`src/rtl/core/sbc_pkg.sv`:
```
// types, constants and register codes of the string hash bucket counter
package sbc_pkg;

   localparam int HASH_W      = 64;
   localparam int DIGIT_W     = 8;
   localparam int HASH_DIGITS = HASH_W / DIGIT_W;
   localparam int SUM_W       = DIGIT_W + 2;

   localparam int CHAR_W      = 8;
   localparam int BUCKET_W    = 12;
   localparam int HITS_W      = 16;
   localparam int SIZE_W      = 13;

   localparam int CSR_IDX_W   = 1;
   localparam int CSR_DATA_W  = 13;

   localparam int MAX_SLOTS_DEF   = 4096;
   localparam int COUNT_WIDTH_DEF = 16;

   localparam logic              MODE_ADD   = 1'b0;
   localparam logic              MODE_MUL   = 1'b1;
   localparam logic [SIZE_W-1:0] SIZE_RESET = 13'd1024;

   typedef enum logic [CSR_IDX_W-1:0] {
      CSR_HASH_MODE  = 1'b0,
      CSR_TABLE_SIZE = 1'b1
   } csr_index_type;

   typedef struct packed {
      logic              hash_mode;
      logic [SIZE_W-1:0] table_size;
   } cfg_type;

   typedef enum logic [1:0] {
      H_IDLE,
      H_UPDATE,
      H_REDUCE,
      H_HANDOFF
   } hash_state_type;

   typedef enum logic [1:0] {
      C_CLEAR,
      C_IDLE,
      C_READ,
      C_UPDATE
   } count_state_type;

endpackage

```
`src/rtl/core/sbc_if.sv`:
```
// valid/ready channel interfaces for characters in and bucket results out
interface sbc_req_if;
   import sbc_pkg::*;

   logic              valid;
   logic              ready;
   logic [CHAR_W-1:0] char_byte;
   logic              word_end;

   modport source (output valid, char_byte, word_end, input ready);
   modport sink (input valid, char_byte, word_end, output ready);
endinterface


```
`src/rtl/core/sbc_hash.sv`:
```
// digit-serial running hash and bit-serial modulo reduction
module sbc_hash #(
   parameter int MAX_SLOTS = sbc_pkg::MAX_SLOTS_DEF
) (
   input  logic                         clock,
   input  logic                         reset,
   sbc_req_if.sink                      req,
   input  sbc_pkg::cfg_type             cfg,
   input  logic                         enable,
   output logic                         slot_valid,
   input  logic                         slot_ready,
   output logic [$clog2(MAX_SLOTS)-1:0] slot
);
   import sbc_pkg::*;

   localparam int SLOT_W = $clog2(MAX_SLOTS);
   localparam int SZW    = $clog2(MAX_SLOTS + 1);
   localparam int CW     = (SZW > SIZE_W) ? SZW : SIZE_W;
   localparam int STEP_W = $clog2(HASH_W);

   hash_state_type      state_ff, state_in;
   logic [HASH_W-1:0]   hash_ff, hash_in;
   logic [DIGIT_W-1:0]  prev_ff, prev_in;
   logic [1:0]          carry_ff, carry_in;
   logic [STEP_W-1:0]   step_ff, step_in;
   logic [SZW-1:0]      rem_ff, rem_in;
   logic [CHAR_W-1:0]   byte_ff, byte_in;
   logic                mode_ff, mode_in;
   logic                end_ff, end_in;

   logic [CW-1:0]       size_ext;
   logic [SZW-1:0]      eff_size;
   logic [DIGIT_W-1:0]  digit;
   logic [DIGIT_W-1:0]  add_byte;
   logic [SUM_W-1:0]    sum;
   logic [SZW:0]        trial;
   logic [SZW:0]        diff;

   // table size zero acts as one, above the store it is clamped
   always_comb begin
      size_ext = CW'(cfg.table_size);
      if (size_ext == '0) begin
         eff_size = SZW'(1);
      end else if (size_ext > CW'(MAX_SLOTS)) begin
         eff_size = SZW'(MAX_SLOTS);
      end else begin
         eff_size = size_ext[SZW-1:0];
      end
   end

   // in multiplicative mode, times 131 is times 128 plus times 2 plus times 1, one digit a cycle
   always_comb begin
      digit    = hash_ff[DIGIT_W-1:0];
      add_byte = (step_ff == '0) ? byte_ff : '0;
      sum      = SUM_W'(digit) + SUM_W'(add_byte) + SUM_W'(carry_ff);
      if (mode_ff == MODE_MUL) begin
         sum = sum + SUM_W'({digit[0], prev_ff[DIGIT_W-1:1]})
                   + SUM_W'({digit[DIGIT_W-2:0], prev_ff[DIGIT_W-1]});
      end
   end

   // restoring remainder, msb first
   always_comb begin
      trial = {rem_ff, hash_ff[HASH_W-1]};
      diff  = trial - {1'b0, eff_size};
   end

   always_ff @(posedge clock) begin
      if (reset) begin
         state_ff <= H_IDLE;
         hash_ff  <= '0;
      end else begin
         state_ff <= state_in;
         hash_ff  <= hash_in;
      end
      prev_ff  <= prev_in;
      carry_ff <= carry_in;
      step_ff  <= step_in;
      rem_ff   <= rem_in;
      byte_ff  <= byte_in;
      mode_ff  <= mode_in;
      end_ff   <= end_in;
   end

   always_comb begin
      state_in = state_ff;
      hash_in  = hash_ff;
      prev_in  = prev_ff;
      carry_in = carry_ff;
      step_in  = step_ff;
      rem_in   = rem_ff;
      byte_in  = byte_ff;
      mode_in  = mode_ff;
      end_in   = end_ff;
      unique case (state_ff)
         H_IDLE: begin
            if (req.valid && enable) begin
               byte_in  = req.char_byte;
               end_in   = req.word_end;
               mode_in  = cfg.hash_mode;
               prev_in  = '0;
               carry_in = '0;
               step_in  = '0;
               state_in = H_UPDATE;
            end
         end
         H_UPDATE: begin
            hash_in  = {sum[DIGIT_W-1:0], hash_ff[HASH_W-1:DIGIT_W]};
            prev_in  = digit;
            carry_in = sum[SUM_W-1:DIGIT_W];
            step_in  = step_ff + 1'b1;
            if (step_ff == STEP_W'(HASH_DIGITS - 1)) begin
               step_in = '0;
               rem_in  = '0;
               if (end_ff) begin
                  state_in = H_REDUCE;
               end else begin
                  state_in = H_IDLE;
               end
            end
         end
         H_REDUCE: begin
            // zeros shift in, so the hash is clear once the word is reduced
            hash_in = {hash_ff[HASH_W-2:0], 1'b0};
            rem_in  = (trial >= {1'b0, eff_size}) ? diff[SZW-1:0] : trial[SZW-1:0];
            step_in = step_ff + 1'b1;
            if (step_ff == STEP_W'(HASH_W - 1)) begin
               state_in = H_HANDOFF;
            end
         end
         H_HANDOFF: begin
            if (slot_ready) begin
               state_in = H_IDLE;
            end
         end
         default: begin
            state_in = H_IDLE;
         end
      endcase
   end

   assign req.ready  = (state_ff == H_IDLE) && enable;
   assign slot_valid = (state_ff == H_HANDOFF);
   assign slot       = rem_ff[SLOT_W-1:0];
endmodule

```
`src/flat_wrapper.sv`:
```
// flat-port wrapper written by rule: the top's interface ports become plain ports
module sbc_hash_flat import sbc_pkg::*;
#(
   parameter int MAX_SLOTS = sbc_pkg::MAX_SLOTS_DEF
)
  (clock, reset, cfg, enable, slot_valid, slot_ready, slot, req_valid, req_char_byte, req_word_end, req_ready);
  sbc_req_if req_i ();
  input  logic clock;
  input  logic reset;
  input  sbc_pkg::cfg_type cfg;
  input  logic enable;
  output logic slot_valid;
  input  logic slot_ready;
  output logic [$clog2(MAX_SLOTS)-1:0] slot;
  input wire logic [$bits(req_i.valid)-1:0] req_valid;
  input wire logic [$bits(req_i.char_byte)-1:0] req_char_byte;
  input wire logic [$bits(req_i.word_end)-1:0] req_word_end;
  output wire logic [$bits(req_i.ready)-1:0] req_ready;
  assign req_i.valid = req_valid;
  assign req_i.char_byte = req_char_byte;
  assign req_i.word_end = req_word_end;
  assign req_ready = req_i.ready;
  sbc_hash #(.MAX_SLOTS(MAX_SLOTS)) u_core (.clock(clock), .reset(reset), .req(req_i), .cfg(cfg), .enable(enable), .slot_valid(slot_valid), .slot_ready(slot_ready), .slot(slot));
endmodule
```
`config.mk`:
```
export PLATFORM = sky130hd
export DESIGN_NAME = sbc_hash_flat
export DESIGN_NICKNAME = d
export VERILOG_FILES = /design/src/rtl/core/sbc_pkg.sv /design/src/rtl/core/sbc_if.sv /design/src/rtl/core/sbc_hash.sv /design/src/flat_wrapper.sv
export SDC_FILE = /design/constraint.sdc
export NUM_CORES = 1
export LEC_CHECK = 0
export BUFFER_PORTS_ARGS = -buffer_cell sky130_fd_sc_hd__buf_2
export CAP_MARGIN = 20
export CORE_MARGIN = 2
export CORE_UTILIZATION = 45
export DETAILED_ROUTE_END_ITERATION = 7
export GPL_TIMING_DRIVEN = 0
export PLACE_DENSITY_LB_ADDON = 0.1
export SLEW_MARGIN = 15
export SYNTH_ARGS = -nofsm -noshare
export SYNTH_HDL_FRONTEND = slang
export SYNTH_SLANG_ARGS = --single-unit
```
`constraint.sdc`:
```
create_clock -name clock -period 5 [get_ports clock]
set_clock_uncertainty 0.05 [all_clocks]
set_input_delay 1 -clock clock [delete_from_list [all_inputs] [get_ports clock]]
set_output_delay 1 -clock clock [all_outputs]
set_load 0.02 [all_outputs]
```
==> flow_metrics.py <==
metrics = {
    "status": {
        "status": "completed",
    },
    "worst_hold_path": {
        "hold_path_depth": 2,
        "hold_path.class": "flip-flop to flip-flop",
    },
    "setup_path": {
        "critPathCaptureType": "flip-flop",
        "max_stage_delay_ns": 0.62,
        "required_ns": 5.04,
        "cp.arrival_ns": 4.93,
        "reg2regPathDepth": 19,
        "crit_path_max_fanout": 3,
        "start_kind": "flip-flop",
        "critical_path_class": "flip-flop to flip-flop",
        "cp_top_family": "adder cells",
        "crit_top_cell": "inv_1",
        "r2r-end": "u_core.carry_ff[0]",
        "crit_start": "u_core.step_ff[1]",
        "cp-endpoint": "u_core.carry_ff[0]",
        "crit_slowest_cell": "fa_1",
        "timing.rr.start": "u_core.step_ff[1]",
        "rrSetupSlack_ns": 0.11,
        "path_cells": "inv_1 > ha_2 > and3b_2 > and2_4 > ha_4 > fa_1 > inv_1 > fa_2 > xnor2_4 > fa_1 > inv_1 > ha_1 > a21o_1 > a211oi_2 > nor2_2 > o41ai_2 > xnor2_1 > a32oi_1 > o41ai_2",
        "critical_path_cell_count": 19,
        "path_buf_inv": 3,
    },
    "routing": {
        "vias": 5224,
        "drc": 0,
        "drtIter0Drc": 297,
        "wirelength_um": 16000,
        "ant_nets": 0,
        "firstDrtPassIters": 4,
        "wl_per_cell_um": 16.8,
        "via_per_inst": 5.48,
    },
    "finish": {
        "finalInstanceArea_mm2": 0.00750,
        "drive_above_1_share_pct": 16.5,
        "num-fill-cells": 1335,
        "nets": 843,
        "multiInputGateArea_mm2": 0.00376,
        "syn2layout_area_growth_pct": 14.6,
        "ff_latch_area_mm2": 0.00246,
        "num_antenna_cells": 0,
        "stdcell_count": 954,
    },
    "logic_synthesis": {
        "syn_inst": 703,
        "synth-seq-cells": 104,
        "synth.net_count": 781,
        "avgSynthCellArea_um2": 9.31,
        "ys.flop_type": "dfxtp_1",
        "synth.yosys.seq_area_share_pct": 37.6,
        "synth_edf_count": 38,
        "async_flop_share_pct": 0,
        "synth_warnings": 0,
        "syn_area_mm2": 0.00655,
        "yosys.cell_types.count": 63,
    },
    "placed_design": {
        "dp_hpwl_um": 11900,
        "dp_slack_ns": -0.293,
        "numPortBuffers": 41,
        "placed_area_mm2": 0.00698,
        "place_inst": 928,
        "globalplace.congestion": 0.894,
    },
    "clock_tree": {
        "holdBufCountCts": 0,
        "h-tree-depth": 3,
        "clkLatencyLatePin_ns": 0.36,
        "cts_tree": "done",
        "cts_made_buffers": 9,
        "cts.clk_slew.worst_paths_ns": 0.07,
        "clock_sinks": 104,
        "root_buffer": "clkbuf_16",
        "clk_path_buf_depth": 2,
    },
    "global_route": {
        "track_usage_pct": 20.7,
        "grt_max_degree": 19,
        "first_global_vias": 5100,
        "antenna_found_initial": 0,
        "grt-ovfl-total": 0,
        "grt_pass1_wl_um": 26000,
    },
    "timing": {
        "tns_ns": 0,
        "setup_viol": 0,
        "slew_violations": 0,
        "fmax_mhz": 204,
        "worst_slack_ns": 0.106,
        "hold_viol_final": 0,
        "period_minus_slack_ns": 4.89,
        "tightest_slew_ns": 0.944,
        "slew_headroom_pct": 36.6,
        "rsz0062_at_grt": "yes",
        "fin_crit_sh_pct": 97.9,
    },
    "die": {
        "num_rows": 44,
        "die_y_um": 125,
        "die-area_mm2": 0.0155,
        "initial_core_util_pct": 45.6,
        "die_w_um": 125,
        "core_area_mm2": 0.0144,
        "ios": 42,
    },
    "pwr": {
        "p_sw_uw": 1150,
        "total_leakage_power_uw": 0.00280,
        "internal_power_uw": 1930,
        "ir_drop_v": 0.000221,
        "total_power_uw": 3080,
        "power_density_mw_per_mm2": 411,
        "combPwrFrac_pct": 37.7,
        "switching_share_pct": 37.4,
        "p_seq_share_pct": 38.2,
        "clkPwrFrac_pct": 24.2,
    },
    "run": {
        "maxCapViolCount": 0,
    },
}
## Yosys cell counts, types with 2 or more instances
cell / count / area share (%)
nor4_1: 3 / 0.29
buf_1: 8 / 0.46
inv_1: 54 / 3.1
nor2_2: 2 / 0.19
a211oi_2: 6 / 1.1
o21a_1: 5 / 0.57
mux2i_1: 65 / 9.9
a211oi_1: 61 / 7.0
nand3_1: 7 / 0.54
and2_1: 10 / 0.96
edfxtp_1: 38 / 17
buf_2: 4 / 0.31
and3_1: 4 / 0.38
fa_1: 12 / 3.7
or2_2: 2 / 0.19
o211ai_1: 6 / 0.69
a31oi_1: 4 / 0.38
nor2_1: 104 / 6.0
nand2_1: 37 / 2.1
o21ai_0: 16 / 1.2
nor3_1: 6 / 0.46
a21oi_1: 23 / 1.8
o32ai_1: 2 / 0.27
o21bai_1: 4 / 0.46
nand4_1: 3 / 0.29
buf_6: 3 / 0.52
o41ai_1: 2 / 0.27
ha_1: 38 / 7.3
buf_4: 12 / 1.4
or3_1: 2 / 0.19
nand2b_1: 4 / 0.38
a21o_1: 3 / 0.34
nor2b_1: 5 / 0.48
o31ai_1: 2 / 0.23
xor2_1: 7 / 0.94
o21ai_1: 8 / 0.61
xnor2_1: 19 / 2.5
dfxtp_1: 66 / 20
clkbuf_1: 22 / 1.3
## state kept, by name (all words and copies together) (netlist names), named ones only
| name | flops |
|---|---|
| u_core.byte_ff | 8 |
| u_core.hash_ff | 64 |
| u_core.prev_ff | 7 |
| u_core.state_ff | 1 |
| u_core.end_ff | 1 |
| u_core.rem_ff | 13 |
| u_core.mode_ff | 1 |
| u_core.carry_ff | 2 |
| u_core.step_ff | 6 |
## layout make-up
type | instances | share of cell area, %
buffer | 49 | 3.42
sequential | 104 | 32.8
clock buffer | 10 | 3.05
clock inverter | 6 | 1.00
multi-input combinational | 496 | 50.2
inverter | 54 | 2.70
timing repair buffer | 51 | 3.74
tap | 184 | 3.07
## routing by layer
metal / share of wire, % / wire length [µm] / track usage [%]
met1: 47 / 7520 / 28.1
met2: 48 / 7690 / 34.4
met3: 3.9 / 626 / 4.34
met4: 0.98 / 157 / 3.97
met5: 0 / 0 / 0
## logic make-up (layout without fill, tap and decap cells)
logic type / count (synthesis) / in the layout / share of synthesized area, %
muxes: 65 / 65 / 9.94
xor gates and xnor gates: 26 / 26 / 3.48
AOI/OAI and AO/OA: 158 / 158 / 17.3
buffers and inverters: 103 / 170 / 7.02
adders and majority gates: 50 / 50 / 10.9
DFF: 104 / 104 / 37.6
and+or+nand+nor: 197 / 197 / 13.7
## worst min path at each step
stage | startpoint | end | slack [ns]
floorplan | u_core.hash_ff[60] | u_core.hash_ff[60] | 0.40
finish | u_core.hash_ff[19] | u_core.hash_ff[19] | 0.46
CTS | u_core.hash_ff[18] | u_core.hash_ff[18] | 0.46
global placement | flip-flop | flip-flop | 0.44
detailed placement | u_core.hash_ff[18] | u_core.hash_ff[18] | 0.44
global route | u_core.hash_ff[60] | u_core.hash_ff[60] | 0.47
## per-stage QoR
| stage | util, % | hold slack [ns] |
|---|---|---|
| 2_1_floorplan | - | 0.404 |
| 3_3_place_gp | 48.6 | 0.436 |
| 3_5_place_dp | 48.6 | 0.444 |
| 4_1_cts | 51.2 | 0.455 |
| 5_1_grt | 52.2 | 0.471 |
| 6_report | 52.2 | 0.456 |
## power by group through the flow
stage	clock network, µW	registers, µW	logic [µW]
after global placement	0	1190	1050
after detailed placement	0	1200	1070
final	745	1180	1160
after CTS	758	1180	1110
after floorplan	0	1130	850
after global routing	787	1200	1290
## repair_timing
item                                    in CTS  in global routing
resized for setup                           11                 17
buffers inserted                             2                  8
pin swaps                                    2                 17
endpoints found under the setup margin       3                  3
## worst reg2reg max path, delay by kind of cell (launching register included)
kind | cells | cell delay, ns
simple gates | 3 | 0.43
fa+ha+maj | 6 | 2.17
xor+xnor | 2 | 0.29
buf+inv | 3 | 0.19
flops | 1 | 0.38
compound gates | 5 | 1.13
## cells in the final DEF (no fill, tap or decap), types with 3 or more instances in the layout
cell,instances
nand2b_1,4
o21a_1,5
nor3_1,5
nor2_1,101
ha_1,36
xnor2_1,13
fa_1,10
a211oi_1,59
xnor2_2,5
dfxtp_1,66
and2_1,8
inv_1,54
buf_6,3
o21bai_1,4
a211oi_2,8
nand3_1,7
nand2_1,37
o21ai_1,8
xor2_1,7
buf_4,22
and3_1,4
a21o_1,3
buf_2,45
edfxtp_1,38
nor2b_1,5
nor2_2,5
mux2i_1,64
nor4_1,3
a31oi_1,4
o21ai_0,15
clkbuf_1,23
a21oi_1,21
nand4_1,3
clkbuf_16,9
o211ai_1,6
buf_1,8
(Power assumes the default switching activity.)
